--- src/rtl/core/lcar_pkg.sv ---
// Shared types and constants of the load-cell converter reader.
// Used by the controller, the datapath and the top level by scoped names.
package lcar_pkg;

    localparam int WEIGHT_W = 25;
    localparam int CAL_W    = 24;
    localparam int CNT_W    = 7;
    localparam int SUM_W    = 32;

    localparam logic [CAL_W-1:0] WEIGHT_MAX = 24'hFFFFFF;

    localparam logic       REQ_TICK  = 1'b0;
    localparam logic       REQ_START = 1'b1;

    localparam logic [1:0] MODE_READ = 2'd0;
    localparam logic [1:0] MODE_TARE = 2'd1;
    localparam logic [1:0] MODE_AVG  = 2'd2;
    localparam logic [1:0] MODE_RSV  = 2'd3;

    localparam logic       CFG_CAL     = 1'b0;
    localparam logic       CFG_SAMPLES = 1'b1;

    typedef struct packed {
        logic shift_clear;
        logic shift_en;
        logic shift_bit;
        logic tare_load;
        logic sum_clear;
        logic sum_add;
        logic div_start;
        logic div_avg;
    } t_dp_cmd;

    typedef struct packed {
        logic                div_done;
        logic [WEIGHT_W-1:0] weight;
        logic [CNT_W-1:0]    samples;
    } t_dp_status;

endpackage

--- src/rtl/core/lcar_div.sv ---
// Iterative restoring divider, one quotient bit per cycle, sign and magnitude.
// Depends on lcar_pkg for the divisor width.
module lcar_div #(
    parameter int DIV_W = 32
) (
    input  logic                      i_clk,
    input  logic                      i_rst_n,
    input  logic                      i_start,
    input  logic [DIV_W:0]            i_dividend,
    input  logic [lcar_pkg::CAL_W-1:0] i_divisor,
    output logic                      o_done,
    output logic [DIV_W-1:0]          o_quot,
    output logic                      o_neg
);
    localparam int DW    = lcar_pkg::CAL_W;
    localparam int CNT_B = $clog2(DIV_W + 1);

    logic             r_busy;
    logic             r_done;
    logic [CNT_B-1:0] r_cnt;
    logic [DW-1:0]    r_rem;
    logic [DW-1:0]    r_den;
    logic [DIV_W-1:0] r_num;
    logic             r_neg;

    logic [DIV_W:0]   w_neg_div;
    logic [DIV_W-1:0] w_mag;
    logic [DW:0]      w_trial;
    logic [DW:0]      w_diff;
    logic             w_qbit;

    assign w_neg_div = (DIV_W+1)'(0) - i_dividend;
    assign w_mag     = i_dividend[DIV_W] ? w_neg_div[DIV_W-1:0] : i_dividend[DIV_W-1:0];
    assign w_trial   = {r_rem, r_num[DIV_W-1]};
    assign w_diff    = w_trial - {1'b0, r_den};
    assign w_qbit    = (w_trial >= {1'b0, r_den});

    always_ff @(posedge i_clk) begin
        if (!i_rst_n) begin
            r_busy <= 1'b0;
            r_done <= 1'b0;
            r_cnt  <= '0;
        end else begin
            r_done <= 1'b0;
            if (i_start) begin
                r_busy <= 1'b1;
                r_cnt  <= CNT_B'(DIV_W);
                r_rem  <= '0;
                r_den  <= i_divisor;
                r_num  <= w_mag;
                r_neg  <= i_dividend[DIV_W];
            end else if (r_busy) begin
                r_rem <= w_qbit ? w_diff[DW-1:0] : w_trial[DW-1:0];
                r_num <= {r_num[DIV_W-2:0], w_qbit};
                r_cnt <= r_cnt - CNT_B'(1);
                if (r_cnt == CNT_B'(1)) begin
                    r_busy <= 1'b0;
                    r_done <= 1'b1;
                end
            end
        end
    end

    assign o_done = r_done;
    assign o_quot = r_num;
    assign o_neg  = r_neg;

endmodule

--- src/rtl/core/lcar_datapath.sv ---
// Datapath: sample shifter, tare and sum registers, configuration, divider.
// Depends on lcar_pkg and lcar_div; driven by lcar_ctrl commands.
module lcar_datapath #(
    parameter int SAMPLE_BITS = 24
) (
    input  logic                       i_clk,
    input  logic                       i_rst_n,
    input  logic                       i_cfg_valid,
    output logic                       o_cfg_ready,
    input  logic                       i_cfg_index,
    input  logic [lcar_pkg::CAL_W-1:0] i_cfg_data,
    input  lcar_pkg::t_dp_cmd          i_cmd,
    output lcar_pkg::t_dp_status       o_status
);
    localparam int DIV_W = (SAMPLE_BITS > lcar_pkg::SUM_W) ? SAMPLE_BITS : lcar_pkg::SUM_W;
    localparam int CW    = lcar_pkg::CAL_W;
    localparam int NW    = lcar_pkg::CNT_W;
    localparam int WW    = lcar_pkg::WEIGHT_W;
    localparam int SW    = lcar_pkg::SUM_W;

    logic [CW-1:0]          r_cal;
    logic [NW-1:0]          r_samples;
    logic [SAMPLE_BITS-1:0] r_shift;
    logic [SAMPLE_BITS-1:0] r_tare;
    logic signed [SW-1:0]   r_sum;

    logic [CW-1:0]          w_cal_eff;
    logic [NW-1:0]          w_samples_eff;
    logic [DIV_W:0]         w_dividend;
    logic [CW-1:0]          w_divisor;
    logic                   w_done;
    logic [DIV_W-1:0]       w_quot;
    logic                   w_neg;
    logic [CW-1:0]          w_mag;
    logic [WW-1:0]          w_weight;

    assign w_cal_eff     = (r_cal == '0) ? CW'(1) : r_cal;
    assign w_samples_eff = (r_samples == '0) ? NW'(1) : r_samples;

    always_comb begin
        if (i_cmd.div_avg) begin
            w_dividend = (DIV_W+1)'(r_sum);
            w_divisor  = CW'(w_samples_eff);
        end else begin
            w_dividend = (DIV_W+1)'({1'b0, r_shift}) - (DIV_W+1)'({1'b0, r_tare});
            w_divisor  = w_cal_eff;
        end
    end

    lcar_div #(
        .DIV_W (DIV_W)
    ) u_div (
        .i_clk      (i_clk),
        .i_rst_n    (i_rst_n),
        .i_start    (i_cmd.div_start),
        .i_dividend (w_dividend),
        .i_divisor  (w_divisor),
        .o_done     (w_done),
        .o_quot     (w_quot),
        .o_neg      (w_neg)
    );

    assign w_mag    = (w_quot > DIV_W'(lcar_pkg::WEIGHT_MAX)) ? lcar_pkg::WEIGHT_MAX
                                                              : w_quot[CW-1:0];
    assign w_weight = w_neg ? (WW'(0) - {1'b0, w_mag}) : {1'b0, w_mag};

    always_ff @(posedge i_clk) begin
        if (!i_rst_n) begin
            r_cal     <= CW'(1);
            r_samples <= NW'(1);
            r_shift   <= '0;
            r_tare    <= '0;
            r_sum     <= '0;
        end else begin
            if (i_cfg_valid) begin
                unique case (i_cfg_index)
                    lcar_pkg::CFG_CAL:     r_cal     <= i_cfg_data;
                    lcar_pkg::CFG_SAMPLES: r_samples <= i_cfg_data[NW-1:0];
                    default:               r_cal     <= r_cal;
                endcase
            end
            if (i_cmd.shift_clear) begin
                r_shift <= '0;
            end else if (i_cmd.shift_en) begin
                r_shift <= {r_shift[SAMPLE_BITS-2:0], i_cmd.shift_bit};
            end
            if (i_cmd.tare_load) begin
                r_tare <= r_shift;
            end
            if (i_cmd.sum_clear) begin
                r_sum <= '0;
            end else if (i_cmd.sum_add) begin
                r_sum <= r_sum + SW'(signed'(w_weight));
            end
        end
    end

    assign o_cfg_ready       = 1'b1;
    assign o_status.div_done = w_done;
    assign o_status.weight   = w_weight;
    assign o_status.samples  = w_samples_eff;

endmodule

--- src/rtl/core/lcar_ctrl.sv ---
// Controller: request handshake, converter phase sequencing, result register.
// Depends on lcar_pkg; commands lcar_datapath through t_dp_cmd.
module lcar_ctrl #(
    parameter int SAMPLE_BITS = 24
) (
    input  logic                          i_clk,
    input  logic                          i_rst_n,
    input  logic                          i_in_valid,
    output logic                          o_in_stall,
    input  logic                          i_req_type,
    input  logic [1:0]                    i_mode,
    input  logic                          i_data_level,
    output logic                          o_out_valid,
    input  logic                          i_out_stall,
    output logic                          o_clock_level,
    output logic                          o_result_valid,
    output logic [lcar_pkg::WEIGHT_W-1:0] o_weight,
    output logic                          o_busy_res,
    output lcar_pkg::t_dp_cmd             o_cmd,
    input  lcar_pkg::t_dp_status          i_status
);
    localparam int BCNT_W = $clog2(SAMPLE_BITS + 1);
    localparam int NW     = lcar_pkg::CNT_W;
    localparam int WW     = lcar_pkg::WEIGHT_W;

    typedef enum logic [1:0] {S_RUN, S_DIV_READ, S_SUM_WAIT, S_DIV_AVG} t_state;
    typedef enum logic [1:0] {PH_IDLE, PH_WAIT, PH_SHIFT, PH_EXTRA} t_phase;

    t_state            r_state, n_state;
    t_phase            r_phase, n_phase;
    logic              r_clock_high, n_clock_high;
    logic [BCNT_W-1:0] r_bit_cnt, n_bit_cnt;
    logic [NW-1:0]     r_reads, n_reads;
    logic [1:0]        r_active, n_active;

    logic              r_item_valid, n_item_valid;
    logic              r_item_req, n_item_req;
    logic [1:0]        r_item_mode, n_item_mode;
    logic              r_item_data, n_item_data;

    logic              r_out_valid, n_out_valid;
    logic              r_out_clk, n_out_clk;
    logic              r_out_res, n_out_res;
    logic [WW-1:0]     r_out_weight, n_out_weight;
    logic              r_out_busy, n_out_busy;

    logic              w_out_free;
    logic              w_take;
    logic              w_accept;
    logic [NW-1:0]     w_reads_inc;
    lcar_pkg::t_dp_cmd w_cmd;

    assign w_out_free  = !r_out_valid || !i_out_stall;
    assign w_take      = (r_state == S_RUN) && r_item_valid && w_out_free;
    assign o_in_stall  = r_item_valid && !w_take;
    assign w_accept    = i_in_valid && !o_in_stall;
    assign w_reads_inc = r_reads + NW'(1);

    always_comb begin
        n_state      = r_state;
        n_phase      = r_phase;
        n_clock_high = r_clock_high;
        n_bit_cnt    = r_bit_cnt;
        n_reads      = r_reads;
        n_active     = r_active;
        n_item_valid = r_item_valid;
        n_item_req   = r_item_req;
        n_item_mode  = r_item_mode;
        n_item_data  = r_item_data;
        n_out_valid  = r_out_valid && i_out_stall;
        n_out_clk    = r_out_clk;
        n_out_res    = r_out_res;
        n_out_weight = r_out_weight;
        n_out_busy   = r_out_busy;
        w_cmd           = '0;
        w_cmd.shift_bit = r_item_data;

        if (w_accept) begin
            n_item_valid = 1'b1;
            n_item_req   = i_req_type;
            n_item_mode  = i_mode;
            n_item_data  = i_data_level;
        end else if (w_take) begin
            n_item_valid = 1'b0;
        end

        unique case (r_state)
            S_RUN: begin
                if (w_take) begin
                    n_out_valid  = 1'b1;
                    n_out_res    = 1'b0;
                    n_out_weight = '0;
                    n_out_busy   = 1'b1;
                    n_out_clk    = 1'b0;
                    if (r_item_req == lcar_pkg::REQ_START) begin
                        if (r_phase == PH_IDLE) begin
                            n_active = (r_item_mode == lcar_pkg::MODE_RSV) ?
                                       lcar_pkg::MODE_READ : r_item_mode;
                            n_reads         = '0;
                            n_bit_cnt       = '0;
                            n_clock_high    = 1'b0;
                            n_phase         = PH_WAIT;
                            w_cmd.shift_clear = 1'b1;
                            w_cmd.sum_clear   = 1'b1;
                        end else begin
                            n_out_clk = r_clock_high;
                        end
                    end else begin
                        unique case (r_phase)
                            PH_IDLE: begin
                                n_clock_high = 1'b0;
                                n_out_busy   = 1'b0;
                            end
                            PH_WAIT: begin
                                if (!r_item_data) begin
                                    w_cmd.shift_clear = 1'b1;
                                    n_bit_cnt         = '0;
                                    n_clock_high      = 1'b0;
                                    n_phase           = PH_SHIFT;
                                end
                            end
                            PH_SHIFT: begin
                                if (!r_clock_high) begin
                                    n_out_clk      = 1'b1;
                                    w_cmd.shift_en = 1'b1;
                                    n_bit_cnt      = r_bit_cnt + BCNT_W'(1);
                                    n_clock_high   = 1'b1;
                                end else begin
                                    n_clock_high = 1'b0;
                                    if (r_bit_cnt >= BCNT_W'(SAMPLE_BITS)) begin
                                        n_phase = PH_EXTRA;
                                    end
                                end
                            end
                            PH_EXTRA: begin
                                if (!r_clock_high) begin
                                    n_out_clk    = 1'b1;
                                    n_clock_high = 1'b1;
                                end else begin
                                    n_clock_high = 1'b0;
                                    n_bit_cnt    = '0;
                                    if (r_active == lcar_pkg::MODE_TARE) begin
                                        w_cmd.tare_load = 1'b1;
                                        n_phase         = PH_IDLE;
                                        n_out_busy      = 1'b0;
                                    end else begin
                                        n_out_valid     = 1'b0;
                                        w_cmd.div_start = 1'b1;
                                        n_state         = S_DIV_READ;
                                    end
                                end
                            end
                            default: n_phase = PH_IDLE;
                        endcase
                    end
                end
            end
            S_DIV_READ: begin
                if (i_status.div_done) begin
                    n_out_clk = 1'b0;
                    if (r_active == lcar_pkg::MODE_AVG) begin
                        w_cmd.sum_add = 1'b1;
                        n_reads       = w_reads_inc;
                        if (w_reads_inc >= i_status.samples) begin
                            n_state = S_SUM_WAIT;
                        end else begin
                            n_out_valid  = 1'b1;
                            n_out_res    = 1'b0;
                            n_out_weight = '0;
                            n_out_busy   = 1'b1;
                            n_phase      = PH_WAIT;
                            n_state      = S_RUN;
                        end
                    end else begin
                        n_out_valid  = 1'b1;
                        n_out_res    = 1'b1;
                        n_out_weight = i_status.weight;
                        n_out_busy   = 1'b0;
                        n_phase      = PH_IDLE;
                        n_state      = S_RUN;
                    end
                end
            end
            S_SUM_WAIT: begin
                w_cmd.div_start = 1'b1;
                w_cmd.div_avg   = 1'b1;
                n_state         = S_DIV_AVG;
            end
            S_DIV_AVG: begin
                w_cmd.div_avg = 1'b1;
                if (i_status.div_done) begin
                    n_out_valid  = 1'b1;
                    n_out_clk    = 1'b0;
                    n_out_res    = 1'b1;
                    n_out_weight = i_status.weight;
                    n_out_busy   = 1'b0;
                    n_phase      = PH_IDLE;
                    n_state      = S_RUN;
                end
            end
            default: n_state = S_RUN;
        endcase
    end

    always_ff @(posedge i_clk) begin
        if (!i_rst_n) begin
            r_state      <= S_RUN;
            r_phase      <= PH_IDLE;
            r_clock_high <= 1'b0;
            r_bit_cnt    <= '0;
            r_reads      <= '0;
            r_active     <= lcar_pkg::MODE_READ;
            r_item_valid <= 1'b0;
            r_out_valid  <= 1'b0;
        end else begin
            r_state      <= n_state;
            r_phase      <= n_phase;
            r_clock_high <= n_clock_high;
            r_bit_cnt    <= n_bit_cnt;
            r_reads      <= n_reads;
            r_active     <= n_active;
            r_item_valid <= n_item_valid;
            r_out_valid  <= n_out_valid;
        end
        r_item_req   <= n_item_req;
        r_item_mode  <= n_item_mode;
        r_item_data  <= n_item_data;
        r_out_clk    <= n_out_clk;
        r_out_res    <= n_out_res;
        r_out_weight <= n_out_weight;
        r_out_busy   <= n_out_busy;
    end

    assign o_cmd          = w_cmd;
    assign o_out_valid    = r_out_valid;
    assign o_clock_level  = r_out_clk;
    assign o_result_valid = r_out_res;
    assign o_weight       = r_out_weight;
    assign o_busy_res     = r_out_busy;

endmodule

--- src/rtl/core/load_cell_adc_reader_core.sv ---
// Top level of the two-wire load-cell converter reader.
// Depends on lcar_pkg, lcar_ctrl and lcar_datapath.
//
// Usage:
//   Request channel (i_in_valid / o_in_stall): a start request picks read,
//   tare or averaged read; tick requests carry the sampled data line, one per
//   half period of the converter clock. Every request yields one result on
//   the result channel (o_out_valid / i_out_stall) with the clock level to
//   drive, a result flag, the weight and the busy flag.
//   Configuration channel (i_cfg_valid / o_cfg_ready, always ready): index 0
//   calibration divisor, index 1 sample count; a zero value acts as 1.
// Timing (request handshake to result handshake):
//   Ordinary ticks and starts: one request per cycle sustained while the
//   result channel is not stalled and no divider pass runs. Last tick of a
//   read or of each averaged sample waits for the 32-step radix-2 divider;
//   last tick of an average waits for two divider passes. Tare needs none.
// Reset: tare offset 0, divisor 1, sample count 1, converter phase idle.
// Stall: one request is buffered; the result register holds until taken,
//   and further requests are stalled.
module load_cell_adc_reader_core #(
    parameter int SAMPLE_BITS = 24
) (
    input  logic                              i_clk,
    input  logic                              i_rst_n,
    input  logic                              i_in_valid,
    output logic                              o_in_stall,
    input  logic                              i_req_type,
    input  logic [1:0]                        i_mode,
    input  logic                              i_data_level,
    output logic                              o_out_valid,
    input  logic                              i_out_stall,
    output logic                              o_clock_level,
    output logic                              o_result_valid,
    output logic signed [lcar_pkg::WEIGHT_W-1:0] o_weight,
    output logic                              o_busy_res,
    input  logic                              i_cfg_valid,
    output logic                              o_cfg_ready,
    input  logic                              i_cfg_index,
    input  logic [lcar_pkg::CAL_W-1:0]        i_cfg_data
);
    lcar_pkg::t_dp_cmd             w_cmd;
    lcar_pkg::t_dp_status          w_status;
    logic [lcar_pkg::WEIGHT_W-1:0] w_weight;

    lcar_ctrl #(
        .SAMPLE_BITS (SAMPLE_BITS)
    ) u_ctrl (
        .i_clk          (i_clk),
        .i_rst_n        (i_rst_n),
        .i_in_valid     (i_in_valid),
        .o_in_stall     (o_in_stall),
        .i_req_type     (i_req_type),
        .i_mode         (i_mode),
        .i_data_level   (i_data_level),
        .o_out_valid    (o_out_valid),
        .i_out_stall    (i_out_stall),
        .o_clock_level  (o_clock_level),
        .o_result_valid (o_result_valid),
        .o_weight       (w_weight),
        .o_busy_res     (o_busy_res),
        .o_cmd          (w_cmd),
        .i_status       (w_status)
    );

    lcar_datapath #(
        .SAMPLE_BITS (SAMPLE_BITS)
    ) u_dp (
        .i_clk       (i_clk),
        .i_rst_n     (i_rst_n),
        .i_cfg_valid (i_cfg_valid),
        .o_cfg_ready (o_cfg_ready),
        .i_cfg_index (i_cfg_index),
        .i_cfg_data  (i_cfg_data),
        .i_cmd       (w_cmd),
        .o_status    (w_status)
    );

    assign o_weight = signed'(w_weight);

endmodule

--- config.mk ---
export PLATFORM = sky130hd
export DESIGN_NAME = load_cell_adc_reader_core
export DESIGN_NICKNAME = d
export VERILOG_FILES = /design/src/rtl/core/lcar_pkg.sv /design/src/rtl/core/lcar_div.sv /design/src/rtl/core/lcar_datapath.sv /design/src/rtl/core/lcar_ctrl.sv /design/src/rtl/core/load_cell_adc_reader_core.sv
export SDC_FILE = /design/constraint.sdc
export NUM_CORES = 1
export LEC_CHECK = 0
export BUFFER_PORTS_ARGS = -buffer_cell sky130_fd_sc_hd__clkbuf_2
export CORE_MARGIN = 3
export CORE_UTILIZATION = 40
export CTS_CLUSTER_DIAMETER = 60
export DETAILED_ROUTE_END_ITERATION = 10
export PLACE_DENSITY = 0.62
export RECOVER_POWER = 100
export REMOVE_ABC_BUFFERS = 1
export SLEW_MARGIN = 0
export SYNTH_ARGS = -nofsm -noshare
export SYNTH_HDL_FRONTEND = slang
export SYNTH_SLANG_ARGS = --single-unit
--- constraint.sdc ---
create_clock -name i_clk -period 6.2 [get_ports i_clk]
set_input_delay 0 -clock i_clk [delete_from_list [all_inputs] [get_ports i_clk]]
set_output_delay 0 -clock i_clk [all_outputs]
set_load 0.05 [all_outputs]
# Word level (Yosys, flattened, before mapping)
# Cells that the tools add are included.
[totals] output_inout_bits=31 wordCells=235 inputBits=34 reg_bits=253
[op_classes] bitwise_logic=3 n_eq_ne=33 n_mux=118 n_lt_le_gt_ge=4 reduce_logical=40 add_sub_neg=8
[ops] operator="$mux 25" n=6
[ops] operator="$mux 32" n=3
[ops] operator="$pmux 25 s3" n=1
[ops] operator="$mux 24" n=3
[ops] operator="$mux 7" n=8
[ops] operator="$mux 1" n=52
[ops] operator="$mux 2" n=25
[ops] operator="$mux 33" n=1
[ops] operator="$add 32x25->32" n=1
[ops] operator="$gt 32x24->1 const B" n=1
[ops] operator="$sub 1x32->32 const A" n=1
[ops] operator="$ge 25x24->1" n=1
[ops] operator="$mux 5" n=5
[ops] operator="$sub 1x24->25 const A" n=1
[ops] operator="$sub 24x24->25" n=1
[ops] operator="$logic_not 24->1" n=1
[ops] operator="$sub 24x24->24" n=1
[ops] operator="$pmux 5 s3" n=1
[ops] operator="$ne 2x1->1 const B" n=7
[ops] operator="$pmux 7 s2" n=1
[ops] operator="$reduce_and 7->1" n=2
[ops] operator="$reduce_or 2->1" n=7
[ops] operator="$eq 2x2->1 const B" n=6
[ops] operator="$mux 6" n=2
[ops] operator="34 further kinds" n=68

# Logic depth before layout (Yosys ltp)
[depth] depth_word=9 ltp_mapped=19 ltp_nobuf=19

# Cells and area by module
# A second synthesis with hierarchy kept.
[unflattened] cells_unflattened=1856 hier_area_um2=16261.8
[modules_own_cells] module="lcar_datapath" seq_area_each_um2=2222.1 area_each_um2=7995.2 cells_each=1022 instances=1
[modules_own_cells] module="lcar_div" seq_area_each_um2=2592.5 area_each_um2=5630.4 cells_each=577 instances=1
[modules_own_cells] module="lcar_ctrl" seq_area_each_um2=1381.3 area_each_um2=2636.3 cells_each=257 instances=1

# Worst setup path after synthesis
# Ideal clock, no wire load.
[synth_path] path_type="register to register" startpoint="register u_dp.u_div.r_num[2] (netlist: u_dp.u_div.o_quot[2])" endpoint="register u_dp.r_sum[31]" path_stages_with_launch=17 path_slack_ns=1.653 arrival_time_ns=4.420 required_time_ns=6.072 synth_period_minus_slack_ns=4.547 setup_time_ns=0.128 n_path_buf=1 path_cell_list="edfxtp_1 nor4_4 nand4_2 or4_4 buf_6 or4_4 or4b_4 o31ai_4 inv_1 ha_1 a21o_1 a21o_1 or4_1 a21oi_1 nand2b_1 xnor2_1 nor2_1"
[synth_between] elab_chain_cells=5
[synth_lines] item="start, declared" line_no="lcar_div.sv:23" source="logic [DIV_W-1:0] r_num;"
[synth_lines] item="start signal, assigned" line_no="lcar_div.sv:50" source="r_num <= w_mag;"
[synth_lines] item="start signal, assigned" line_no="lcar_div.sv:54" source="r_num <= {r_num[DIV_W-2:0], w_qbit};"
[synth_lines] item="$gt 32x24->1" line_no="lcar_datapath.sv:63" source="assign w_mag = (w_quot > DIV_W'(lcar_pkg::WEIGHT_MAX)) ? lcar_pkg::WEIGHT_MAX"
[synth_lines] item="$mux 24 (*)" line_no="lcar_datapath.sv:63"
[synth_lines] item="$sub 1x24->25" line_no="lcar_datapath.sv:65" source="assign w_weight = w_neg ? (WW'(0) - {1'b0, w_mag}) : {1'b0, w_mag};"
[synth_lines] item="$mux 25 (*)" line_no="lcar_datapath.sv:65"
[synth_lines] item="$add 32x25->32 (*)" line_no="lcar_datapath.sv:93" source="r_sum <= r_sum + SW'(signed'(w_weight));"
[synth_lines] item="end signal, assigned" line_no="lcar_datapath.sv:93"
[synth_lines] item="end, declared" line_no="lcar_datapath.sv:25" source="logic signed [SW-1:0] r_sum;"
# Mark *: on every way between the ends. The rest lies on a longest branch, timed or not.
# A chain may end at the register's enable or synchronous reset.

# Worst setup path in the final report
[layout_path] startpoint="register u_dp.u_div.r_num[2] (netlist: u_dp.u_div.o_quot[2])" endpoint="register u_dp.r_sum[30]"
# Same word-level chain as after synthesis.

==> results.yml <==
run_status:
  status: "finished, violations left"
  violated_checks: "capacitance limit, slew limit"
timing:
  timing.final.hold_violations: 0
  setup_total_negative_slack_ns: 0
  final-setup-viol-count: 0
  fin_crit_sh: 0.9035
  tightestPinTransition_ns: 2.127
  layout_min_cycle_time_ns: 5.602
  slew-limit-headroom: -0.4183
  fin_worst_skew_ns: 0.01524
  timing.fmax_mhz: 178.5
  postLayoutSetupSlackWorst_ns: 0.5981
  rsz0062_at_grt: "no"
  finalMaxSlewViolations: 197
route:
  vias: 13840
  wirelength_mm: 41.34
  first_pass_iters: 6
  routed_wire_length_per_instance_um: 16.29
  route.detailed.drc: 0
  dr.first_iter.drc_count: 895
  route.detailed.vias_per_inst: 5.454
  drt.antenna.violating_nets: 0
floorplanning:
  ios: 65
  die_height_um: 207.7
  design.die.area_mm2: 0.04316
  die_w_um: 207.7
  rows: 73
  initial_utilization: 0.4069
  area_of_the_placeable_core_mm2: 0.04001
yosys:
  netlist_instances: 1933
  syn-cell-area_mm2: 0.01628
  ys_types: 83
  yosys_warnings: 0
  synth.top_cells.by_area: "sky130_fd_sc_hd__edfxtp_1, sky130_fd_sc_hd__dfxtp_1, sky130_fd_sc_hd__ha_1"
  postSynth.topFlopCell: "sky130_fd_sc_hd__dfxtp_1"
  synth.top_cells.by_count: "sky130_fd_sc_hd__nand2_1, sky130_fd_sc_hd__a21oi_1, sky130_fd_sc_hd__dfxtp_1, sky130_fd_sc_hd__nor2_1, sky130_fd_sc_hd__edfxtp_1"
  sequential_share_of_the_synthesized_area: 0.3806
  post_synth_edffs: 113
  synthMostInstantiatedCell: "sky130_fd_sc_hd__nand2_1"
  synth_largest_area_cell: "sky130_fd_sc_hd__edfxtp_1"
  post_synth.cell_area_avg_um2: 8.422
  synth_seq_cells: 253
  synthArstFlopShare: 0
  synth_top_area_share: 0.2084
flow_run:
  timing.max_cap.violations: 6
power_and_ir_drop:
  max-vdd-ir-drop_uv: 195.8
  pwr-share-seq: 0.492
  p_leak_nw: 7.152
  clock_power_share: 0.460
  p_comb_frac: 0.049
  power.switching_fraction: 0.2315
  total_switching_power_mw: 0.8356
  pwr_density_cell_mw_per_mm2: 198.0
  internal_power_mw: 2.774
setup_path:
  critPathRequiredTime_ns: 6.56
  critical_path.max_fanout: 8
  critPathArrivalTime_ns: 5.96
  startpoint_type: "register"
  setup.worst_path.class: "reg -> reg"
  worst_setup_startpoint: "u_dp.u_div.o_quot[2]$_DFFE_PP_"
  critPathCaptureType: "register"
  worstReg2RegStart: "u_dp.u_div.o_quot[2]$_DFFE_PP_"
placement:
  post-dp-hpwl_mm: 30.32
  port_buffers: 63
  placement.setup.worst_slack_ns: 0.8442
  routability_congestion: 0.8760
  place_area_mm2: 0.01706
final_layout:
  drive_gt1_frac: 0.05713
  finish.instance_area_mm2: 0.01823
  antenna_diode_count: 0
  area_delta_synth_final_pct: 11.97
  layout_nets: 2128
worst_hold_path:
  holdCritPathClass: "in -> reg"
  hp-start: "i_data_level"
global_route:
  global_route.overflow_total: 0
  maximum_number_of_pins_on_one_net_before_global_route_repair: 61
  grt_usage: 0.1850
  via_count_of_the_first_global_routing_pass: 13130
  antenna_violations_before_repair: 0
  grt_first_pass_wirelength_mm: 67.48
cts:
  clkLatencyLatePin_ns: 0.58
  numCtsBuffers: 29
  clk_path_buf_depth: 3
  htreeDepth: 1
  clk_pin_slew_ns: 0.06
  cts.sink_count: 253
  postCtsSetupRepairBufs: 0
  tritoncts: "done"
  post_cts_resize_count: 0
  clock_tree.root_cell: "sky130_fd_sc_hd__clkbuf_16"
[kinds of logic (layout without fill, tap and decap cells)]
kind of cell	count (synthesis)	count (layout)	synth area share
AOI/OAI and AO/OA	514	514	0.2043
xor gates and xnor gates	96	96	0.05165
adders and majority gates	103	103	0.08055
buffers and inverters	179	259	0.04204
DFF	253	253	0.3806
muxes	40	40	0.02475
other	1	1	0.0002304
and+or+nand+nor	747	747	0.2159
[sequential cells by signal, summed over array words and instances, names as in the netlist, 2 cells and up, named ones only]
register            flops
u_ctrl.r_item_mode      2
u_dp.u_div.r_den       24
u_dp.r_sum             32
u_dp.r_shift           24
u_ctrl.r_phase          2
u_dp.r_cal             24
u_dp.r_samples          7
u_dp.r_tare            24
u_ctrl.r_active         2
u_dp.u_div.r_rem       24
u_dp.u_div.o_quot      32
u_ctrl.o_weight        25
u_dp.u_div.r_cnt        6
u_ctrl.r_bit_cnt        5
u_ctrl.r_reads          7
[power groups by stage]
| stage | Sequential, mW | Combinational [mW] | Clock (mW) |
|---|---|---|---|
| 6_report | 1.78 | 0.175 | 1.66 |
| 5_1_grt | 1.78 | 0.192 | 1.77 |
| 4_1_cts | 1.78 | 0.180 | 1.71 |
| 3_5_place_dp | 1.81 | 0.163 | 0 |
| 3_3_place_gp | 1.81 | 0.160 | 0 |
| 2_1_floorplan | 1.84 | 0.0697 | 0 |
[critical path, cell delays in order (launching register included)]
cell and delay, ns:
sky130_fd_sc_hd__edfxtp_1 0.46, sky130_fd_sc_hd__nor4_1 0.71, sky130_fd_sc_hd__nand4_2 0.27, sky130_fd_sc_hd__or4_1 0.68, sky130_fd_sc_hd__nor2_1 0.18, sky130_fd_sc_hd__o21ai_0 0.09
sky130_fd_sc_hd__o311ai_0 0.17, sky130_fd_sc_hd__ha_1 0.41, sky130_fd_sc_hd__a22o_1 0.26, sky130_fd_sc_hd__or4_1 0.43, sky130_fd_sc_hd__o22a_1 0.22, sky130_fd_sc_hd__o21a_1 0.15
sky130_fd_sc_hd__a221o_1 0.37, sky130_fd_sc_hd__a221oi_1 0.48, sky130_fd_sc_hd__o21ai_0 0.14, sky130_fd_sc_hd__o21ai_0 0.11, sky130_fd_sc_hd__xor2_1 0.18, sky130_fd_sc_hd__a211oi_1 0.09
[timing repair]
action                                  in CTS  in global routing
endpoints found under the hold margin       42                  0
hold buffers                                34                  0
endpoints found under the setup margin       0                  0
[worst paths after layout]
check	to	slack [ns]	depth (start not counted)
worst min-delay path	u_ctrl.r_item_data$_DFFE_PP_	0.14	2
worst min register to register	u_dp.r_tare[4]$_SDFFE_PN0P_	0.46	2
worst max register to register	u_dp.r_sum[30]$_SDFFE_PP0P_	0.60	17
worst max-delay path	u_dp.r_sum[30]$_SDFFE_PP0P_	0.60	17
[cells in the final DEF, fill, tap and decap left out, types with 11 or more instances in the layout]
cell                            netlist  final
sky130_fd_sc_hd__or3_1               14     14
sky130_fd_sc_hd__xor2_1              45     45
sky130_fd_sc_hd__o211ai_1            11     11
sky130_fd_sc_hd__inv_1               91     91
sky130_fd_sc_hd__xnor2_1             51     51
sky130_fd_sc_hd__nand3_1             54     54
sky130_fd_sc_hd__o21a_1              23     22
sky130_fd_sc_hd__clkbuf_2             0     34
sky130_fd_sc_hd__a21oi_1            141    141
sky130_fd_sc_hd__nand2b_1            20     20
sky130_fd_sc_hd__a31oi_1             21     21
sky130_fd_sc_hd__nor4_1              12     13
sky130_fd_sc_hd__dlygate4sd3_1        0     34
sky130_fd_sc_hd__clkbuf_1            77     45
sky130_fd_sc_hd__nand4_1             17     17
sky130_fd_sc_hd__nor3_1              34     34
sky130_fd_sc_hd__or2_2               11     11
sky130_fd_sc_hd__and3_1              18     18
sky130_fd_sc_hd__o31ai_1             14     14
sky130_fd_sc_hd__dfxtp_1            140    140
sky130_fd_sc_hd__and2_0               1     27
sky130_fd_sc_hd__a21o_1              38     38
sky130_fd_sc_hd__o21ai_0            106    108
sky130_fd_sc_hd__nor2b_1             27     26
sky130_fd_sc_hd__and2_1              40     14
sky130_fd_sc_hd__clkbuf_16            0     29
sky130_fd_sc_hd__nand2_1            327    327
sky130_fd_sc_hd__edfxtp_1           113    113
sky130_fd_sc_hd__o311ai_0            13     13
sky130_fd_sc_hd__ha_1               100    100
sky130_fd_sc_hd__mux2i_1             38     38
sky130_fd_sc_hd__nor2_1             140    139
sky130_fd_sc_hd__a211oi_1            15     15
sky130_fd_sc_hd__a21boi_0            64     64
[per-stage QoR]
step	instances	utilization	power (mW)	hold WS (ns)
floorplan	1847	-	1.909	0.07183
global placement	2451	0.4264	1.971	0.1839
detailed placement	2451	0.4264	1.974	0.1811
CTS	2538	0.4579	3.663	0.1159
global route	2538	0.4556	3.743	0.1382
finish	2538	0.4556	3.610	0.1447
[layer usage]
| metal | share of wire | vias to the layer above | global-route usage |
|---|---|---|---|
| met5 | 0 | - | 0 |
| met2 | 0.45 | 262 | 0.3012 |
| met3 | 0.046 | 52 | 0.02116 |
| li1 | - | 6996 | - |
| met4 | 0.021 | 0 | 0.04418 |
| met1 | 0.49 | 6533 | 0.2645 |
[area by class of cell]
type | instances | area (um^2)
multi-input combinational | 1501 | 9394
clock buffer | 41 | 810.8
clock inverter | 12 | 111.4
sequential | 253 | 6196
fill | 3904 | 21780
tap | 525 | 656.9
inverter | 93 | 349.1
timing repair buffer | 113 | 709.4
No activity file was read; power rests on OpenSTA's default activity.
